<file path="config.mk">
export PLATFORM = sky130hd
export DESIGN_NAME = bclc_ctrl
export DESIGN_NICKNAME = d
export VERILOG_FILES = /design/src/rtl/bclc_pkg.sv /design/src/rtl/bclc_ctrl.sv
export SDC_FILE = /design/constraint.sdc
export NUM_CORES = 1
export LEC_CHECK = 0
export BUFFER_PORTS_ARGS = -buffer_cell sky130_fd_sc_hd__clkbuf_2
export CAP_MARGIN = 20
export CELL_PAD_IN_SITES_DETAIL_PLACEMENT = 1
export CELL_PAD_IN_SITES_GLOBAL_PLACEMENT = 1
export CORE_AREA = 4 4 71 73
export DETAILED_ROUTE_END_ITERATION = 8
export DIE_AREA = 0 0 75 77
export GPL_TIMING_DRIVEN = 1
export PLACE_DENSITY = 0.85
export SLEW_MARGIN = 10
export SYNTH_ARGS = -nofsm -noshare
export SYNTH_HDL_FRONTEND = slang
export SYNTH_SLANG_ARGS = --single-unit
export TNS_END_PERCENT = 1
</file>
<file path="constraint.sdc">
create_clock -name clk_i -period 2.35 [get_ports clk_i]
set_input_delay 0.1175 -clock clk_i [delete_from_list [all_inputs] [get_ports clk_i]]
set_output_delay 0.1175 -clock clk_i [all_outputs]
set_load 0.02 [all_outputs]
</file>
<file path="src/rtl/bclc_pkg.sv">
// Shared types and constants for the bounded cycle-length counter.
// Holds sizing constants, register indexes and the control/status structs.
// No dependencies; imported by the controller, the datapath, the top level and the bench.
package bclc_pkg;

  // Sizing of the graph store, the search and the tallies.
  localparam int MaxNodes = 256;
  localparam int MaxDeg   = 16;
  localparam int MaxDepth = 16;
  localparam int CntW     = 48;

  localparam int NodeW = $clog2(MaxNodes);       // node number
  localparam int NcW   = $clog2(MaxNodes + 1);   // node count, stack pointer
  localparam int SlotW = $clog2(MaxDeg);         // slot index in a row
  localparam int DegW  = $clog2(MaxDeg + 1);     // slot counter, fill level
  localparam int FrW   = $clog2(MaxDepth);       // frame index
  localparam int DepW  = $clog2(MaxDepth + 1);   // depth, tally index

  // Register reset values.
  localparam logic [NcW-1:0]  NodeCountRst = NcW'(256);
  localparam logic [DepW-1:0] DepthRst     = DepW'(12);

  // Configuration register indexes.
  localparam logic CfgNodeCount   = 1'b0;
  localparam logic CfgSearchDepth = 1'b1;

  // Input item modes.
  localparam logic ModeAdd = 1'b0;
  localparam logic ModeRun = 1'b1;

  // Commands from the controller to the datapath.
  typedef struct packed {
    logic add_cap;
    logic add_rd;
    logic add_wr;
    logic run_start;
    logic root_init;
    logic row_rd;
    logic scan_step;
    logic slot_clr;
    logic slot_inc;
    logic blk_rd;
    logic blk_wr;
    logic ub_init;
    logic ub_pop;
    logic ub_row;
    logic ub_load;
    logic ub_scan;
    logic frame_pop;
    logic ret_rd;
    logic ret_load;
    logic ret_rdz;
    logic ret_wr;
    logic ret_fin;
    logic emit_load;
    logic emit_ack;
    logic clear;
  } bclc_cmd_t;

  // Status from the datapath to the controller.
  typedef struct packed {
    logic no_roots;
    logic slot_end;
    logic live_s;
    logic push;
    logic ok;
    logic ub_empty;
    logic scan_done;
    logic sp_bottom;
    logic root_last;
    logic rt_live_s;
    logic k_last;
  } bclc_sts_t;

endpackage

</file>
<file path="src/rtl/bclc_ctrl.sv">
// Controller state machine of the bounded cycle-length counter.
// Sequences edge loads, the per-root search, retirement and result output.
// Depends on bclc_pkg for the command and status structs.
module bclc_ctrl (
  input  logic                clk_i,
  input  logic                rst_ni,
  input  logic                in_valid_i,
  input  logic                mode_i,
  input  logic                out_ready_i,
  input  bclc_pkg::bclc_sts_t sts_i,
  output logic                in_ready_o,
  output bclc_pkg::bclc_cmd_t cmd_o
);
  import bclc_pkg::*;

  typedef enum logic [21:0] {
    S_IDLE      = 22'h000001,
    S_ADD_RD    = 22'h000002,
    S_ADD_WR    = 22'h000004,
    S_ROOT_INIT = 22'h000008,
    S_FR_LOAD   = 22'h000010,
    S_FR_SCAN   = 22'h000020,
    S_BLK_SEL   = 22'h000040,
    S_BLK_RMW   = 22'h000080,
    S_UB_INIT   = 22'h000100,
    S_UB_POP    = 22'h000200,
    S_UB_ROW    = 22'h000400,
    S_UB_LOAD   = 22'h000800,
    S_UB_SCAN   = 22'h001000,
    S_POP       = 22'h002000,
    S_RET_RD    = 22'h004000,
    S_RET_LOAD  = 22'h008000,
    S_RET_SEL   = 22'h010000,
    S_RET_WR    = 22'h020000,
    S_RET_FIN   = 22'h040000,
    S_EMIT_LOAD = 22'h080000,
    S_EMIT_WAIT = 22'h100000,
    S_CLEAR     = 22'h200000
  } state_e;

  state_e state_q, state_d;

  // State register.
  always_ff @(posedge clk_i or negedge rst_ni) begin
    if (!rst_ni) begin
      state_q <= S_IDLE;
    end else begin
      state_q <= state_d;
    end
  end

  // Next state and command decode.
  always_comb begin
    state_d    = state_q;
    cmd_o      = '0;
    in_ready_o = (state_q == S_IDLE);
    unique case (state_q)
      S_IDLE: begin
        if (in_valid_i) begin
          if (mode_i == ModeAdd) begin
            cmd_o.add_cap = 1'b1;
            state_d       = S_ADD_RD;
          end else begin
            cmd_o.run_start = 1'b1;
            state_d         = sts_i.no_roots ? S_EMIT_LOAD : S_ROOT_INIT;
          end
        end
      end
      S_ADD_RD: begin
        cmd_o.add_rd = 1'b1;
        state_d      = S_ADD_WR;
      end
      S_ADD_WR: begin
        cmd_o.add_wr = 1'b1;
        state_d      = S_IDLE;
      end
      S_ROOT_INIT: begin
        cmd_o.root_init = 1'b1;
        state_d         = S_FR_LOAD;
      end
      S_FR_LOAD: begin
        cmd_o.row_rd = 1'b1;
        state_d      = S_FR_SCAN;
      end
      S_FR_SCAN: begin
        if (sts_i.slot_end) begin
          if (sts_i.ok) begin
            state_d = S_UB_INIT;
          end else begin
            cmd_o.slot_clr = 1'b1;
            state_d        = S_BLK_SEL;
          end
        end else begin
          cmd_o.scan_step = 1'b1;
          if (sts_i.push) begin
            state_d = S_FR_LOAD;
          end
        end
      end
      S_BLK_SEL: begin
        if (sts_i.slot_end) begin
          state_d = S_POP;
        end else if (sts_i.live_s) begin
          cmd_o.blk_rd = 1'b1;
          state_d      = S_BLK_RMW;
        end else begin
          cmd_o.slot_inc = 1'b1;
        end
      end
      S_BLK_RMW: begin
        cmd_o.blk_wr = 1'b1;
        state_d      = S_BLK_SEL;
      end
      S_UB_INIT: begin
        cmd_o.ub_init = 1'b1;
        state_d       = S_UB_POP;
      end
      S_UB_POP: begin
        if (sts_i.ub_empty) begin
          state_d = S_POP;
        end else begin
          cmd_o.ub_pop = 1'b1;
          state_d      = S_UB_ROW;
        end
      end
      S_UB_ROW: begin
        cmd_o.ub_row = 1'b1;
        state_d      = S_UB_LOAD;
      end
      S_UB_LOAD: begin
        cmd_o.ub_load = 1'b1;
        state_d       = S_UB_SCAN;
      end
      S_UB_SCAN: begin
        if (sts_i.scan_done) begin
          state_d = S_UB_POP;
        end else begin
          cmd_o.ub_scan = 1'b1;
        end
      end
      S_POP: begin
        if (sts_i.sp_bottom) begin
          state_d = S_RET_RD;
        end else begin
          cmd_o.frame_pop = 1'b1;
          state_d         = S_FR_LOAD;
        end
      end
      S_RET_RD: begin
        cmd_o.ret_rd = 1'b1;
        state_d      = S_RET_LOAD;
      end
      S_RET_LOAD: begin
        cmd_o.ret_load = 1'b1;
        state_d        = S_RET_SEL;
      end
      S_RET_SEL: begin
        if (sts_i.slot_end) begin
          state_d = S_RET_FIN;
        end else if (sts_i.rt_live_s) begin
          cmd_o.ret_rdz = 1'b1;
          state_d       = S_RET_WR;
        end else begin
          cmd_o.slot_inc = 1'b1;
        end
      end
      S_RET_WR: begin
        cmd_o.ret_wr = 1'b1;
        state_d      = S_RET_SEL;
      end
      S_RET_FIN: begin
        cmd_o.ret_fin = 1'b1;
        state_d       = sts_i.root_last ? S_EMIT_LOAD : S_ROOT_INIT;
      end
      S_EMIT_LOAD: begin
        cmd_o.emit_load = 1'b1;
        state_d         = S_EMIT_WAIT;
      end
      S_EMIT_WAIT: begin
        if (out_ready_i) begin
          cmd_o.emit_ack = 1'b1;
          state_d        = sts_i.k_last ? S_CLEAR : S_EMIT_LOAD;
        end
      end
      S_CLEAR: begin
        cmd_o.clear = 1'b1;
        state_d     = S_IDLE;
      end
      default: begin
        state_d = S_IDLE;
      end
    endcase
  end

endmodule

</file>
## Yosys cells after proc, flatten, opt, wreduce, memory -nomap -nowiden

Index checks and enable logic that the tools add are counted.
W data, S select, Z words.

- Memories: 0
- Memory bits (read-only): 0
- Word-level logic and storage cells: 90
- Memory bits (writable): 0
- Bits in latches: 0
- Flip-flop bits (word level): 22

- Eq/ne operators: 28
- Bitwise gates (word level): 0
- Add/subtract/negate cells: 0
- Div/mod/pow operators: 0
- Order comparisons: 0
- Shift operators: 0
- Mux-type cells: 59
- Reduce and logical (&&, ||, !) cells: 2
- Multiply operators: 0

Operator list:

| cell | count |
|---|---|
| $pmux W22 S19 | 1 |
| $mux W22 | 10 |
| $mux W20 | 3 |
| $mux W1 | 39 |
| $eq A22 B1 Y1 const B | 1 |
| $eq A22 B10 Y1 const B | 1 |
| $eq A22 B11 Y1 const B | 1 |
| $eq A22 B12 Y1 const B | 1 |
| $eq A22 B13 Y1 const B | 1 |
| $eq A22 B14 Y1 const B | 1 |
| $eq A22 B15 Y1 const B | 1 |
| $eq A22 B16 Y1 const B | 1 |
| $eq A22 B17 Y1 const B | 1 |
| $eq A22 B18 Y1 const B | 1 |
| $eq A22 B19 Y1 const B | 1 |
| $eq A22 B2 Y1 const B | 1 |
| $eq A22 B20 Y1 const B | 1 |
| $eq A22 B21 Y1 const B | 1 |
| $eq A22 B22 Y1 const B | 1 |
| $eq A22 B3 Y1 const B | 1 |
| $eq A22 B4 Y1 const B | 1 |
| $eq A22 B5 Y1 const B | 1 |
| $eq A22 B6 Y1 const B | 1 |
| $eq A22 B7 Y1 const B | 1 |
| 11 further kinds | 16 |

## Longest topological paths before layout

- Word-level depth: 4
- Depth in mapped cells: 7
- Gate-level depth less buffers: 5

## Least setup slack after synthesis

Ideal clock, no wire load.

- Path kind: register -> output
- Start: register state_q[13]
- End: output port cmd_o[15] (netlist bit)
- Slack: -0.082 ns
- Arrival time: 2.314 ns
- Stages on the path, launching flop included: 6
- Cells stage by stage: dfrtp_1 -> or4_4 -> buf_6 -> or3_4 -> buf_6 -> nor4_1

RTL lines:

| what | line | RTL |
|---|---|---|
| start: declaration | bclc_ctrl.sv:41 | `state_e state_q, state_d;` |
| start signal: assignment | bclc_ctrl.sv:48 | `state_q <= state_d;` |
| end: declaration | bclc_ctrl.sv:12 | `output bclc_pkg::bclc_cmd_t cmd_o` |

==> results.tsv <==
stage	metric	value	unit
setup_path	cell chain of the critical path	nor4_4, nand4_1, buf_4, or4_4, nor3b_1, buf_4	
run_status	failing checks	negative setup slack	
cts	number of CTS-inserted buffers	3	
yosys	Syn Nets	198	
placement	RePlAce Congestion	0.919	
yosys	synthesized area per cell	9.36	um2
detailed_routing	Vias	1815	
yosys	most common cell in the netlist	dfrtp_1	
sta	final hold vios	0	
power_and_ir_drop	Comb power frac	0.569	
cts	Clk Tree Root Cell	clkbuf_8	
setup_path	Critical Path AT	2.38	ns
detailed_routing	drt initial violations	101	
sta	slew margin rel.	0.597	
sta	worst setup margin	-0.150	ns
yosys	FFs w/ async S/R, synth	1.00	
sta	shortest period the worst path allows	2.50	ns
global_routing	vias in the first global route	1926	
global_routing	initial antenna violation count	0	
sta	Slew @ Worst Pin	0.604	ns
setup_path	required time of the critical path	2.23	ns
detailed_routing	drt first pass iters	4	
global_routing	Tot GR Track Use	0.230	
floorplan	Initial Util	0.391	
yosys	xor-xnor portion of the synthesized cell area	0.0257	
setup_path	CP max-delay cell	dfrtp_2	
sta	Final Max Slew Viols	0	
yosys	top_reg_cell synth	dfrtp_1	
power_and_ir_drop	Switching Fraction	0.422	
sta	Setup Viol. Count Final	12	
final_layout	max FFs per register	22	
power_and_ir_drop	Cell Pwr Density	793	nW/um2
yosys	multiplexer area fraction after synthesis	0.00588	
placement	port bufs	41	
sta	fmax	400	MHz
yosys	Seq/Total Area, Yosys	0.324	
setup_path	Critical Path Most Common Cell	buf_4	
yosys	number of synthesized flops with an enable pin	0	
cts	clk buf depth	2	
sta	Setup Skew	0.00884	ns
final_layout	Layout fillers	500	
final_layout	largest registers	state_q: 22 flops	
detailed_routing	antenna-violating nets left	0	
final_layout	Top reg by flops	state_q	
detailed_routing	mean number of vias per cell	6.11	
sta	RSZ-0062 raised after global routing	true	
cts	worst skew pair latency	0.28	ns
placement	Placed Cells	279	
global_routing	largest net degree at the start of global routing	23	
detailed_routing	WL/cell	22.2	um
final_layout	Non-Filler Instances	297	
yosys	area share of the largest cell type after synthesis	0.309	
power_and_ir_drop	Power, Total	0.00194	W
global_routing	global-route wire length before repair	10000	um
setup_path	Critical Path End Type	output port	
final_layout	Area growth, synth to finish	44.0	%
placement	DP Wirelength	4090	um
final_layout	share of cells above drive strength 1	0.514	
global_routing	global route total overflow	0	
detailed_routing	drt drc	0	
floorplan	num rows	24	
yosys	main combinational cell family by area after synthesis	simple AND/OR/NAND/NOR gates	
yosys	commonest cells in the netlist	dfrtp_1 (21), nor2_1 (16), nor4_1 (12)	
yosys	post-synth cell types	56	
yosys	Post-Synthesis Cells	182	
cts	CTS Sinks	22	
worst_hold_path	Hold Crit Class	primary input to flip-flop	
yosys	#FFs+latches synth	22	
yosys	Post-Syn Area	1700	um2
power_and_ir_drop	Clk pwr share	0.194	
setup_path	worst-path maximum fanout	5	
final_layout	nets	262	
sta	post-route clock period utilization	1.06	
setup_path	Crit Path Category	flip-flop to output port	
cts	clk slew on worst S/H paths	0.10	ns
setup_path	slowest stage delay, CP	0.48	ns
yosys	main area contributors after synthesis	dfrtp_1 (31%), nor4_1 (4.4%), or3_1 (4.0%)	
power_and_ir_drop	leak pwr	1.10	nW
power_and_ir_drop	register share of total power	0.237	
setup_path	CP delay by family, top	simple AND/OR/NAND/NOR gates	
cts	number of H-tree levels	1	
sta	Min Hold Slack	0.0383	ns
yosys	post-synthesis compound-gate area fraction	0.0977	
flow_run	max cap viols	0	
run_status	status	finished with violations	
yosys	yosys warns	0	
setup_path	CP bufs+invs	2	
cts	CTS tree	done	
floorplan	die span in y	77	um
power_and_ir_drop	P_sw	0.000820	W
setup_path	Startpoint Class	flip-flop	
floorplan	core area	4350	um2
floorplan	DIE AREA	5780	um2
floorplan	die width	75	um
yosys	Synth Area in Simple Gates	0.494	
power_and_ir_drop	Int Power	0.00112	W
floorplan	I/O pins	42	
yosys	Adder-Cell Fraction of Synth Area	0	
final_layout	antenna cell count	0	
power_and_ir_drop	peak supply drop	0.281	mV
detailed_routing	final WL	6610	um
final_layout	final core utilization	0.563	
yosys	Yosys top cell by area	dfrtp_1	
-- power groups by stage --
| stage | logic, W | clock network (W) | registers, W |
|---|---|---|---|
| 4_1_cts | 0.000862 | 0.000381 | 0.000459 |
| 2_1_floorplan | 0.000594 | 0 | 0.000446 |
| 6_report | 0.00111 | 0.000377 | 0.000462 |
| 3_5_place_dp | 0.000766 | 0 | 0.000458 |
| 3_3_place_gp | 0.000755 | 0 | 0.000455 |
| 5_1_grt | 0.00118 | 0.000396 | 0.000465 |
-- cells in the final DEF (no fill, tap or decap), drive strengths merged, types with 3 or more instances in the layout --
cell type   n
or3        13
inv         4
nor3        9
nand4       5
and2        3
nor3b       4
nand3       3
nand2       9
nor4b       5
nor4       18
xor2        3
dfrtp      21
nand3b      5
o21ai       3
or4         5
nor2       16
and3b       4
clkbuf     30
nand2b      8
buf        42
and3        4
or2         4
-- metrics by stage --
step / area, um2 / setup WS (ns) / TNS, ns
2_1_floorplan: 1710 / -0.0393 / -0.0591
3_3_place_gp: 2020 / 0.0745 / 0
3_5_place_dp: 2020 / 0.116 / 0
4_1_cts: 2250 / -0.0586 / -0.443
5_1_grt: 2450 / -0.222 / -2.14
6_report: 2450 / -0.150 / -0.939
-- cell families after synthesis --
kind of cell | after synthesis
AND/OR/NAND/NOR | 120
flip-flops | 22
AO/OA/AOI/OAI | 19
buffers and inverters | 15
XOR/XNOR | 5
multiplexers | 1
-- worst paths after layout --
path	cells after the start	endpoint	slack (ns)	from
setup / recovery	6	cmd_o[7]	-0.15	state_q[16]$_DFFE_PN0P_
hold / removal	2	state_q[10]$_DFFE_PN0P_	0.04	sts_i[5]
setup reg to reg	5	state_q[4]$_DFFE_PN0P_	0.07	state_q[17]$_DFFE_PN0P_
hold reg to reg	2	state_q[14]$_DFFE_PN0P_	0.65	state_q[13]$_DFFE_PN0P_
max in group asynchronous	2	state_q[14]$_DFFE_PN0P_	1.55	rst_ni
min in group asynchronous	2	state_q[2]$_DFFE_PN0P_	0.36	rst_ni
-- final cells by class --
| cell class | instances | area, um2 | share of cell area |
|---|---|---|---|
| timing repair buffer | 70 | 492 | 0.201 |
| tap | 52 | 65.1 | 0.0265 |
| inverter | 4 | 15.0 | 0.00612 |
| clock inverter | 1 | 30.0 | 0.0122 |
| sequential | 22 | 562 | 0.229 |
| clock buffer | 3 | 41.3 | 0.0168 |
| multi-input combinational | 145 | 1250 | 0.509 |
-- layer usage --
metal / vias up / part of all wire / global-route usage
li1: 814 / - / -
met4: 0 / 0.058 / 0.142
met3: 33 / 0.063 / 0.0418
met2: 81 / 0.47 / 0.338
met1: 887 / 0.41 / 0.303
met5: - / 0 / 0
-- timing repair --
action,4_1_cts,5_1_grt
pin swaps,7,9
setup endpoints to repair,18,23
cloned,0,0
buffers inserted,8,5
gates resized for setup,25,49
hold buffers,1,0
hold endpoints to repair,21,0
Note: power is estimated with default switching activity, not from simulation.
